==> src/sv/lps_pkg.sv <==
// types, constants and frame tables shared by the led pattern sequencer
package lps_pkg;

    localparam int DELAY_W    = 32;
    localparam int FRAME_W    = 4;
    localparam int MODE_W     = 3;
    localparam int LED_W      = 8;
    localparam int CFG_IDX_W  = 2;
    localparam int CFG_DATA_W = 32;

    localparam logic [DELAY_W-1:0] DELAY_MAX        = '1;
    localparam logic [DELAY_W-1:0] RST_INIT_DELAY   = DELAY_W'(150000000);
    localparam logic [DELAY_W-1:0] RST_DELAY_STEP   = DELAY_W'(5000000);
    localparam logic [DELAY_W-1:0] RST_MIN_DELAY    = DELAY_W'(1000000);

    // pattern modes, codes five to seven fall back to the sweep
    localparam logic [MODE_W-1:0] MODE_SWEEP = 3'd0;
    localparam logic [MODE_W-1:0] MODE_CRASH = 3'd1;
    localparam logic [MODE_W-1:0] MODE_RACE  = 3'd2;
    localparam logic [MODE_W-1:0] MODE_BAR   = 3'd3;
    localparam logic [MODE_W-1:0] MODE_PLANE = 3'd4;

    localparam logic [FRAME_W-1:0] LEN_SWEEP = 4'd14;
    localparam logic [FRAME_W-1:0] LEN_CRASH = 4'd6;
    localparam logic [FRAME_W-1:0] LEN_RACE  = 4'd6;
    localparam logic [FRAME_W-1:0] LEN_BAR   = 4'd9;
    localparam logic [FRAME_W-1:0] LEN_PLANE = 4'd4;

    typedef enum logic [CFG_IDX_W-1:0] {
        CFG_MODE       = 2'd0,
        CFG_INIT_DELAY = 2'd1,
        CFG_DELAY_STEP = 2'd2,
        CFG_MIN_DELAY  = 2'd3
    } t_cfg_idx;

    typedef struct packed {
        logic restart;
        logic key_up;
        logic key_down;
    } t_req;

    typedef struct packed {
        logic [LED_W-1:0] leds;
        logic             frame_advanced;
        logic [31:0]      delay_now;
    } t_rsp;

    typedef struct packed {
        logic [FRAME_W-1:0] frame;
        logic [DELAY_W-1:0] tick;
        logic [DELAY_W-1:0] delay;
        logic               pend_up;
        logic               pend_down;
    } t_seq_state;

    typedef struct packed {
        logic [MODE_W-1:0]  mode;
        logic [DELAY_W-1:0] init_delay;
        logic [DELAY_W-1:0] step;
        logic [DELAY_W-1:0] floor_delay;
    } t_seq_cfg;

    function automatic logic [FRAME_W-1:0] seq_len(input logic [MODE_W-1:0] mode);
        logic [FRAME_W-1:0] len;
        case (mode)
            MODE_CRASH: len = LEN_CRASH;
            MODE_RACE:  len = LEN_RACE;
            MODE_BAR:   len = LEN_BAR;
            MODE_PLANE: len = LEN_PLANE;
            default:    len = LEN_SWEEP;
        endcase
        return len;
    endfunction

    // frame pattern, zero for a frame past the end of the sequence
    function automatic logic [LED_W-1:0] frame_leds(input logic [MODE_W-1:0]  mode,
                                                    input logic [FRAME_W-1:0] frame);
        logic [LED_W-1:0] pat;
        pat = '0;
        case (mode)
            MODE_CRASH: begin
                case (frame)
                    4'd0:    pat = 8'h81;
                    4'd1:    pat = 8'h42;
                    4'd2:    pat = 8'h24;
                    4'd3:    pat = 8'h18;
                    4'd4:    pat = 8'h24;
                    4'd5:    pat = 8'h42;
                    default: pat = 8'h00;
                endcase
            end
            MODE_RACE: begin
                case (frame)
                    4'd0:    pat = 8'hA0;
                    4'd1:    pat = 8'h30;
                    4'd2:    pat = 8'h08;
                    4'd3:    pat = 8'h06;
                    4'd4:    pat = 8'h03;
                    4'd5:    pat = 8'h01;
                    default: pat = 8'h00;
                endcase
            end
            MODE_BAR: begin
                case (frame)
                    4'd0:    pat = 8'h00;
                    4'd1:    pat = 8'h80;
                    4'd2:    pat = 8'hC0;
                    4'd3:    pat = 8'hE0;
                    4'd4:    pat = 8'hF0;
                    4'd5:    pat = 8'hF8;
                    4'd6:    pat = 8'hFC;
                    4'd7:    pat = 8'hFE;
                    4'd8:    pat = 8'hFF;
                    default: pat = 8'h00;
                endcase
            end
            MODE_PLANE: begin
                case (frame)
                    4'd0:    pat = 8'h80;
                    4'd1:    pat = 8'h20;
                    4'd2:    pat = 8'h08;
                    4'd3:    pat = 8'h02;
                    default: pat = 8'h00;
                endcase
            end
            default: begin
                case (frame)
                    4'd0:    pat = 8'h80;
                    4'd1:    pat = 8'h40;
                    4'd2:    pat = 8'h20;
                    4'd3:    pat = 8'h10;
                    4'd4:    pat = 8'h08;
                    4'd5:    pat = 8'h04;
                    4'd6:    pat = 8'h02;
                    4'd7:    pat = 8'h01;
                    4'd8:    pat = 8'h02;
                    4'd9:    pat = 8'h04;
                    4'd10:   pat = 8'h08;
                    4'd11:   pat = 8'h10;
                    4'd12:   pat = 8'h20;
                    4'd13:   pat = 8'h40;
                    default: pat = 8'h00;
                endcase
            end
        endcase
        return pat;
    endfunction

endpackage

==> src/sv/led_pattern_sequencer_core.sv <==
// top level of the eight-led pattern sequencer with its register file and output skid
// Each request is one tick of the frame timer and yields exactly one result: the led
// pattern, a frame-advanced flag and the current hold time. A request is taken every
// cycle and its result is registered; the tick, frame and delay update is a loop through
// the sequencer state registers, so the sustained rate is one request per cycle while the
// sink keeps up. A two-deep output (result register plus skid register) keeps input ready
// high for one more request while a result is held back by the sink. Configuration writes
// take effect at once and are meant to be made while the block is idle.
module led_pattern_sequencer_core
    import lps_pkg::*;
(
    input  logic                  i_clk,
    input  logic                  i_rst_n,
    // configuration write port
    input  logic                  i_cfg_we,
    input  logic [CFG_IDX_W-1:0]  i_cfg_idx,
    input  logic [CFG_DATA_W-1:0] i_cfg_data,
    // request channel
    input  logic                  i_valid,
    output logic                  o_ready,
    input  t_req                  i_req,
    // result channel
    output logic                  o_valid,
    input  logic                  i_ready,
    output t_rsp                  o_rsp
);

    // configuration registers
    logic [MODE_W-1:0]  r_mode;
    logic [DELAY_W-1:0] r_init_delay;
    logic [DELAY_W-1:0] r_delay_step;
    logic [DELAY_W-1:0] r_min_delay;

    // sequencer state
    t_seq_state r_state;
    t_seq_state n_state;
    t_seq_cfg   seq_cfg;
    t_rsp       step_rsp;

    // output register and skid stage
    logic r_out_valid;
    logic n_out_valid;
    t_rsp r_out;
    t_rsp n_out;
    logic r_skid_valid;
    logic n_skid_valid;
    t_rsp r_skid;
    t_rsp n_skid;

    logic accept;
    logic pop;

    assign seq_cfg.mode        = r_mode;
    assign seq_cfg.init_delay  = r_init_delay;
    assign seq_cfg.step        = r_delay_step;
    assign seq_cfg.floor_delay = r_min_delay;

    // ready only drops once the skid register is holding a result
    assign o_ready = !r_skid_valid;
    assign accept  = i_valid && o_ready;
    assign pop     = r_out_valid && i_ready;

    lps_step u_step (
        .i_state (r_state),
        .i_cfg   (seq_cfg),
        .i_req   (i_req),
        .o_state (n_state),
        .o_rsp   (step_rsp)
    );

    // register file, every two-bit index selects one of the four registers
    always_ff @(posedge i_clk) begin
        if (!i_rst_n) begin
            r_mode       <= MODE_SWEEP;
            r_init_delay <= RST_INIT_DELAY;
            r_delay_step <= RST_DELAY_STEP;
            r_min_delay  <= RST_MIN_DELAY;
        end else if (i_cfg_we) begin
            unique case (t_cfg_idx'(i_cfg_idx))
                CFG_MODE:       r_mode       <= i_cfg_data[MODE_W-1:0];
                CFG_INIT_DELAY: r_init_delay <= i_cfg_data[DELAY_W-1:0];
                CFG_DELAY_STEP: r_delay_step <= i_cfg_data[DELAY_W-1:0];
                CFG_MIN_DELAY:  r_min_delay  <= i_cfg_data[DELAY_W-1:0];
                default:        r_mode       <= r_mode;
            endcase
        end
    end

    // sequencer state only moves on an accepted tick
    always_ff @(posedge i_clk) begin
        if (!i_rst_n) begin
            r_state.frame     <= '0;
            r_state.tick      <= '0;
            r_state.delay     <= RST_INIT_DELAY;
            r_state.pend_up   <= 1'b0;
            r_state.pend_down <= 1'b0;
        end else if (accept) begin
            r_state <= n_state;
        end
    end

    // output queue: drain first, then place the new result in the first free slot
    always_comb begin
        n_out_valid  = r_out_valid;
        n_out        = r_out;
        n_skid_valid = r_skid_valid;
        n_skid       = r_skid;
        if (pop) begin
            if (r_skid_valid) begin
                n_out        = r_skid;
                n_skid_valid = 1'b0;
            end else begin
                n_out_valid = 1'b0;
            end
        end
        if (accept) begin
            if (!n_out_valid) begin
                n_out_valid = 1'b1;
                n_out       = step_rsp;
            end else begin
                n_skid_valid = 1'b1;
                n_skid       = step_rsp;
            end
        end
    end

    always_ff @(posedge i_clk) begin
        if (!i_rst_n) begin
            r_out_valid  <= 1'b0;
            r_skid_valid <= 1'b0;
        end else begin
            r_out_valid  <= n_out_valid;
            r_skid_valid <= n_skid_valid;
        end
    end

    // result payload, no reset needed
    always_ff @(posedge i_clk) begin
        r_out  <= n_out;
        r_skid <= n_skid;
    end

    assign o_valid = r_out_valid;
    assign o_rsp   = r_out;

    // skid stage is only ever filled behind a held result
    a_skid_behind_out: assert property (@(posedge i_clk) disable iff (!i_rst_n)
        r_skid_valid |-> r_out_valid)
        else $error("skid holds a result while the output register is empty");

    // a restart request leaves frame zero and a cleared tick counter
    a_restart_clears: assert property (@(posedge i_clk) disable iff (!i_rst_n)
        (accept && i_req.restart) |=> (r_state.frame == '0) && (r_state.tick == '0)
            && !r_state.pend_up && !r_state.pend_down)
        else $error("restart did not clear sequencer state");

    // frame index never runs past the longest sequence
    a_frame_range: assert property (@(posedge i_clk) disable iff (!i_rst_n)
        r_state.frame < LEN_SWEEP)
        else $error("frame index beyond longest sequence");

    // an advancing tick always leaves the tick counter at zero
    a_advance_zero_tick: assert property (@(posedge i_clk) disable iff (!i_rst_n)
        (accept && step_rsp.frame_advanced) |=> (r_state.tick == '0))
        else $error("frame advanced without clearing the tick counter");

endmodule

==> src/sv/lps_step.sv <==
// next-state and result logic for one timer tick
module lps_step
    import lps_pkg::*;
(
    input  t_seq_state i_state,
    input  t_seq_cfg   i_cfg,
    input  t_req       i_req,
    output t_seq_state o_state,
    output t_rsp       o_rsp
);

    logic [FRAME_W-1:0] len;
    logic               pu;
    logic               pd;
    logic [DELAY_W-1:0] tick_lo;
    logic               boundary;
    logic [FRAME_W:0]   frame_inc;
    logic [DELAY_W:0]   sum;
    logic [DELAY_W:0]   diff;
    logic [DELAY_W-1:0] max_minus;
    logic [DELAY_W-1:0] adj_delay;
    logic               advanced;
    t_seq_state         nxt;

    assign len       = seq_len(i_cfg.mode);
    assign pu        = i_state.pend_up | i_req.key_up;
    assign pd        = i_state.pend_down | i_req.key_down;
    assign tick_lo   = i_state.tick + {{(DELAY_W-1){1'b0}}, 1'b1};
    // zero delay acts like one: a wrapped count also ends the frame
    assign boundary  = (tick_lo >= i_state.delay) || (tick_lo == '0);
    assign frame_inc = {1'b0, i_state.frame} + {{FRAME_W{1'b0}}, 1'b1};

    // up and down outcomes worked out side by side
    assign sum       = {1'b0, i_state.delay} + {1'b0, i_cfg.step};
    assign diff      = {1'b0, i_state.delay} - {1'b0, i_cfg.step};
    assign max_minus = DELAY_MAX - i_cfg.step;

    always_comb begin
        adj_delay = i_state.delay;
        priority if (pu && pd) begin
            // up then down: unsaturated sum minus step is the old delay
            if (sum[DELAY_W]) begin
                adj_delay = (max_minus > i_cfg.floor_delay) ? max_minus : DELAY_MAX;
            end else begin
                adj_delay = (i_state.delay > i_cfg.floor_delay) ? i_state.delay
                                                                : sum[DELAY_W-1:0];
            end
        end else if (pu) begin
            adj_delay = sum[DELAY_W] ? DELAY_MAX : sum[DELAY_W-1:0];
        end else if (pd) begin
            if (!diff[DELAY_W] && (diff[DELAY_W-1:0] > i_cfg.floor_delay)) begin
                adj_delay = diff[DELAY_W-1:0];
            end
        end else begin
            adj_delay = i_state.delay;
        end
    end

    always_comb begin
        nxt      = i_state;
        advanced = 1'b0;
        if (i_req.restart) begin
            nxt.frame     = '0;
            nxt.tick      = '0;
            nxt.delay     = i_cfg.init_delay;
            nxt.pend_up   = 1'b0;
            nxt.pend_down = 1'b0;
        end else if (boundary) begin
            advanced      = 1'b1;
            nxt.tick      = '0;
            nxt.frame     = (frame_inc >= {1'b0, len}) ? '0 : frame_inc[FRAME_W-1:0];
            nxt.delay     = adj_delay;
            nxt.pend_up   = 1'b0;
            nxt.pend_down = 1'b0;
        end else begin
            nxt.tick      = tick_lo;
            nxt.pend_up   = pu;
            nxt.pend_down = pd;
        end
    end

    assign o_state              = nxt;
    assign o_rsp.leds           = frame_leds(i_cfg.mode, nxt.frame);
    assign o_rsp.frame_advanced = advanced;
    assign o_rsp.delay_now      = nxt.delay[31:0];

endmodule
==> config.mk <==
export PLATFORM = sky130hd
export DESIGN_NAME = led_pattern_sequencer_core
export DESIGN_NICKNAME = d
export VERILOG_FILES = /design/src/sv/lps_pkg.sv /design/src/sv/led_pattern_sequencer_core.sv /design/src/sv/lps_step.sv
export SDC_FILE = /design/constraint.sdc
export NUM_CORES = 1
export LEC_CHECK = 0
export ABC_AREA = 0
export BUFFER_PORTS_ARGS = -buffer_cell sky130_fd_sc_hd__buf_2
export CORE_UTILIZATION = 40
export DETAILED_ROUTE_END_ITERATION = 8
export GPL_TIMING_DRIVEN = 0
export PLACE_DENSITY_LB_ADDON = 0.2
export SYNTH_ARGS = -nofsm -noshare
export SYNTH_HDL_FRONTEND = slang
export SYNTH_SLANG_ARGS = --single-unit
==> constraint.sdc <==
create_clock -name i_clk -period 11 [get_ports i_clk]
set_clock_uncertainty 0.05 [all_clocks]
set_input_delay 0.55 -clock i_clk [delete_from_list [all_inputs] [get_ports i_clk]]
set_output_delay 0.55 -clock i_clk [all_outputs]
set_load 0.02 [all_outputs]
-- Word-level counts from Yosys, hierarchy flattened
Memories as Yosys holds them, arrays and structs flattened.
Cells that the tools add are included.
- $add $sub $neg: 5
- magnitude comparators: 5
- equal/unequal tests: 12
- mux-type cells: 31
- bitwise gates (word level): 2
- reduce and logical (&&, ||, !) cells: 18
- operators by type and width (cell ; number):
    32-bit 2-to-1 mux ; 10
    41-bit 2-to-1 mux ; 4
    32-bit greater-than comparator ; 3
    8-bit case mux with 4 select lines ; 3
    70-bit 2-to-1 mux ; 1
    8-bit case mux with 6 select lines ; 1
    32-bit by 32-bit adder with 33-bit output ; 1
    32-bit by 32-bit subtractor with 33-bit output ; 1
    32-bit by 1-bit adder with 32-bit output, second input constant ; 1
    32-bit >= comparator ; 1
    32-bit logical NOT ; 1
    32-bit subtractor, first input constant ; 1
    4-bit case mux with 3 select lines ; 1
    2-bit AND reduction ; 5
    4-bit by 2-bit == test with 1-bit output, second input constant ; 2
    4-bit by 3-bit == test with 1-bit output, second input constant ; 2
    1-bit 2-to-1 mux ; 8
    4-bit 2-to-1 mux ; 2
    3-bit by 2-bit == test with 1-bit output, second input constant ; 2
    2-bit OR reduction ; 3
    4-bit by 1-bit adder with 5-bit output, second input constant ; 1
    5-bit by 4-bit >= comparator with 1-bit output ; 1
    2-bit == test, second input constant ; 2
    4-bit by 1-bit == test with 1-bit output, second input constant ; 1
    10 further kinds ; 15
- register bits: 253
- bits in read-only memories: 256
- input bits: 42
- output and inout port bits: 43
- logic and storage cells: 92
- memories kept: 2
- memories (name ; depth ; width ; read ports ; clocked after memory_dff ; wr ports ; line ; text):
    (name not given) ; 16 ; 8 ; 1 ; 0 ; 0 ; lps_pkg.sv:104 ; case (frame)
    (name not given) ; 16 ; 8 ; 1 ; 0 ; 0 ; lps_pkg.sv:127 ; case (frame)

-- Depth between registers and ports, before layout
- word-level depth: 15
- mapped depth: 26
- gate-level depth less buffers: 24

-- Modules after synthesis
From an unflattened synthesis, not the netlist that was laid out.
- cell total of the unflattened synthesis: 2657
- area total of the unflattened synthesis: 20339.5 sq um
- modules (own cells, without submodules) (module ; instances ; cells each ; area an instance (sq um) ; sequential area each (sq um)):
    lps_step ; 1 ; 1636 ; 11064.4 ; 0.0
    led_pattern_sequencer_core ; 1 ; 1021 ; 9275.1 ; 5475.3

-- Worst setup path before layout
OpenSTA, ideal clock, no wires.
- path kind: register to register
- from: reg r_delay_step[7]
- to: reg r_skid[22] in the netlist's numbering (data pin)
- arrival: 5.007 ns
- data required time: 10.687 ns
- slack: 5.679 ns
- stages on the path, launching flop included: 25
- clock period less this slack: 5.321 ns
- cell sequence: dfxtp_1 inv_1 ha_1 clkbuf_1 a21o_1 a21oi_1 o41ai_1 o21bai_1 a211oi_1 o211ai_1 a21o_1 and2_1 ha_1 nand4_1 nor3_1 and4_1 nand2_1 a41oi_1 o21ai_0 nor2_1 clkbuf_1 mux2i_1 a21oi_1 a211oi_1 nor2_1
- RTL lines (what ; line ; text):
    start, declared ; led_pattern_sequencer_core.sv:31 ; logic [DELAY_W-1:0] r_delay_step;
    start signal, assigned ; led_pattern_sequencer_core.sv:82 ; CFG_DELAY_STEP: r_delay_step <= i_cfg_data[DELAY_W-1:0];
    end signal, assigned ; led_pattern_sequencer_core.sv:140 ; r_skid <= n_skid;
    end, declared ; led_pattern_sequencer_core.sv:47 ; t_rsp r_skid;

==> impl_metrics.yaml <==
outcome:
  status: "finished clean"
yosys:
  synthSimpleGateAreaFrac_pct: 22.4
  synthMuxAreaShare_pct: 2.79
  yosysSeqAreaShare_pct: 27.5
  synth_warnings: 0
  netlist_top_cells_count: "nand2_1 (418), a21oi_1 (270), dfxtp_1 (212)"
  ys_top_cells_by_area: "dfxtp_1 (21%), ha_1 (13%), nand2_1 (7.9%)"
  synth_most_common_cell: "nand2_1"
  synth_xor_area_share_pct: 3.83
  synth_top_family_by_area: "compound AO/OA/AOI/OAI gates"
  synth-edff-count: 41
  async_reset_ff_share_pct: 0
  yosysUniqueCellTypes: 95
  yosysTopAreaCell: "dfxtp_1"
  synth-main-ff-cell: "dfxtp_1"
  ys_seq_elements: 253
  synth_top_area_share_pct: 21.3
  syn_inst: 2628
  synth_fp_nets: 2871
  synth_compound_area_share_pct: 24.2
  synth_area_per_cell_um2: 7.57
  syn_area_um2: 19900
  synth_fa_ha_area_share_pct: 12.7
global_routing:
  grt_max_degree: 24
  grt_pass1_wl_um: 132000
  grt_overflow: 0
  grt_pass1_vias: 19644
  grt_usage_pct: 35.3
  antenna_found_initial: 4
pwr:
  irDropWorstVdd_mv: 0.117
  leakagePower_nw: 9.16
  total_power_mw: 2.98
  power_density_nw_per_um2: 134
cells_and_area:
  n_antenna_cell: 0
  syn2layout_area_growth_pct: 12.1
  nNetsFinal: 2990
  design_area_um2: 22300
  drive_gt1_share_pct: 7.79
  instances_no_fill: 3436
critical_path:
  crit_path_max_fanout: 10
  arrival_ps: 10030
  reg2reg_to: "r_skid[18]"
  rrSetupSlack_ps: 1250
  reg2reg_from: "r_state[9]"
  crit_start: "r_state[9]"
  path_class: "reg -> reg"
  cp-end-kind: "flip-flop"
  worstSetupStartpointType: "flip-flop"
  reg2reg_depth: 23
  worstPathRequired_ps: 11280
clocking:
  numCtsBuffers: 31
  clkTransAtPathRegs_ps: 70
  clkSinkCount: 253
  htree_levels: 1
  clock_latency_ps: 610
  ctsResizeCount: 0
  cts_tree: "built"
  cts_hold_buf: 0
  cts_root_buf: "clkbuf_16"
  clk_path_buf_depth: 3
  cts_setup_buffers: 0
hold_path:
  hold_end: "r_init_delay[29]"
  holdPathStages: 3
  hp-class: "in -> reg"
  min_from: "i_cfg_data[29]"
sta:
  period_share_pct: 88.6
  rsz0062_at_grt: "false"
  slew_violations: 0
  fmax_ghz: 0.103
  hold-worst-slack_ps: 166
  relSlewSlack_pct: 5.67
  final-setup-viol-count: 0
  worstMarginPinSlew_ps: 1400
  period_needed_ps: 9750
  hold_viol: 0
  fin_tns_setup_ps: 0
floorplan:
  core-area_um2: 49100
  core.rowCount: 81
  initial_core_util_pct: 40.6
  die_x_um: 225
  fp.dieH_um: 225
  die-area_um2: 50600
  io_pins: 85
drt:
  detail_route.first_pass.iterations: 8
  viasPerCell: 6.23
  drc: 0
  vias: 21423
  routed_wl_um: 91500
  antenna_left: 0
  drt_iter0_drc: 2255
  avgRoutedWirePerCell_um: 26.6
flow_run:
  max-cap-violations: 0
place:
  dpl_cell_area_um2: 21200
  gp_congestion: 1.01
  place_hpwl_um: 72100
  post-place-cells: 3377
  io_buffers: 83
-- area by class of cell --
class	instances	area (µm²)
fill	5038	26800
multi-input combinational	2042	13200
sequential	253	5480
clock buffer	39	856
tap	664	831
buffer	162	657
inverter	171	642
timing repair buffer	86	448
clock inverter	19	240
-- worst max-delay path by stage --
stage / slack (ps) / end
2_1_floorplan: 5680 / r_skid[22]
3_3_place_gp: 1870 / r_skid[18]
3_5_place_dp: 1940 / r_skid[18]
4_1_cts: 1890 / r_skid[18]
5_1_grt: 1250 / r_skid[17]
6_report: 1250 / r_skid[18]
-- cell families (layout without fill, tap and decap cells) --
group	count (synthesis)	count (layout)
AOI/OAI and AO/OA	744	744
muxes	53	53
xor gates and xnor gates	87	87
and+or+nand+nor	957	957
DFF	253	253
adders and majority gates	201	201
buffers and inverters	333	477
-- placed cells by master (no fill, tap or decap), types with 99 or more instances in the layout --
master | Yosys | final
a21oi_1 | 270 | 270
buf_2 | 15 | 99
clkbuf_1 | 129 | 132
dfxtp_1 | 212 | 212
ha_1 | 199 | 199
inv_1 | 170 | 170
nand2_1 | 418 | 418
nand3_1 | 102 | 102
nor2_1 | 172 | 171
o21ai_0 | 110 | 110
-- worst max-delay path, stage by stage (launching register included) --
cell and delay [ps]:
dfxtp_1 730, ha_1 220, clkbuf_1 330, a21o_1 170, a21oi_1 90, o41ai_1 1200
o21bai_1 410, a211oi_1 610, o21ai_0 230, o21a_1 280, xnor2_1 180, ha_1 340
nand2_1 60, nor3_1 410, and4_1 320, nand2_1 160, a41oi_1 370, o21ai_0 450
nor2_1 620, clkbuf_1 890, mux2i_1 300, o2111ai_1 270, a22oi_1 660, inv_1 90
-- power breakdown --
part / leakage [nW] / internal, mW / switching, mW
Combinational: 6.50 / 0.254 / 0.552
Clock: 0.541 / 0.668 / 0.461
Sequential: 2.12 / 0.990 / 0.0533
-- routing by layer --
| metal | track usage (%) | vias to the layer above | part of all wire (%) |
|---|---|---|---|
| met3 | 6.71 | 268 | 9.5 |
| li1 | - | 9670 | - |
| met1 | 48.2 | 10295 | 43 |
| met2 | 54.0 | 1186 | 42 |
| met4 | 15.3 | 4 | 4.9 |
| met5 | 0 | - | 0.030 |
-- stage by stage --
stage / util [%] / worst slack, ps
after floorplan: - / 5680
after global placement: 43.1 / 1870
after detailed placement: 43.2 / 1940
after CTS: 45.4 / 1890
after global routing: 45.5 / 1250
final: 45.5 / 1250
-- sequential cells by signal, indices dropped and copies added, names as in the netlist --
register / count
o_valid: 1
r_skid_valid: 1
r_state: 70
r_mode: 3
r_skid: 41
r_init_delay: 32
r_min_delay: 32
o_rsp: 41
r_delay_step: 32
No activity file was read; power rests on OpenSTA's default activity.
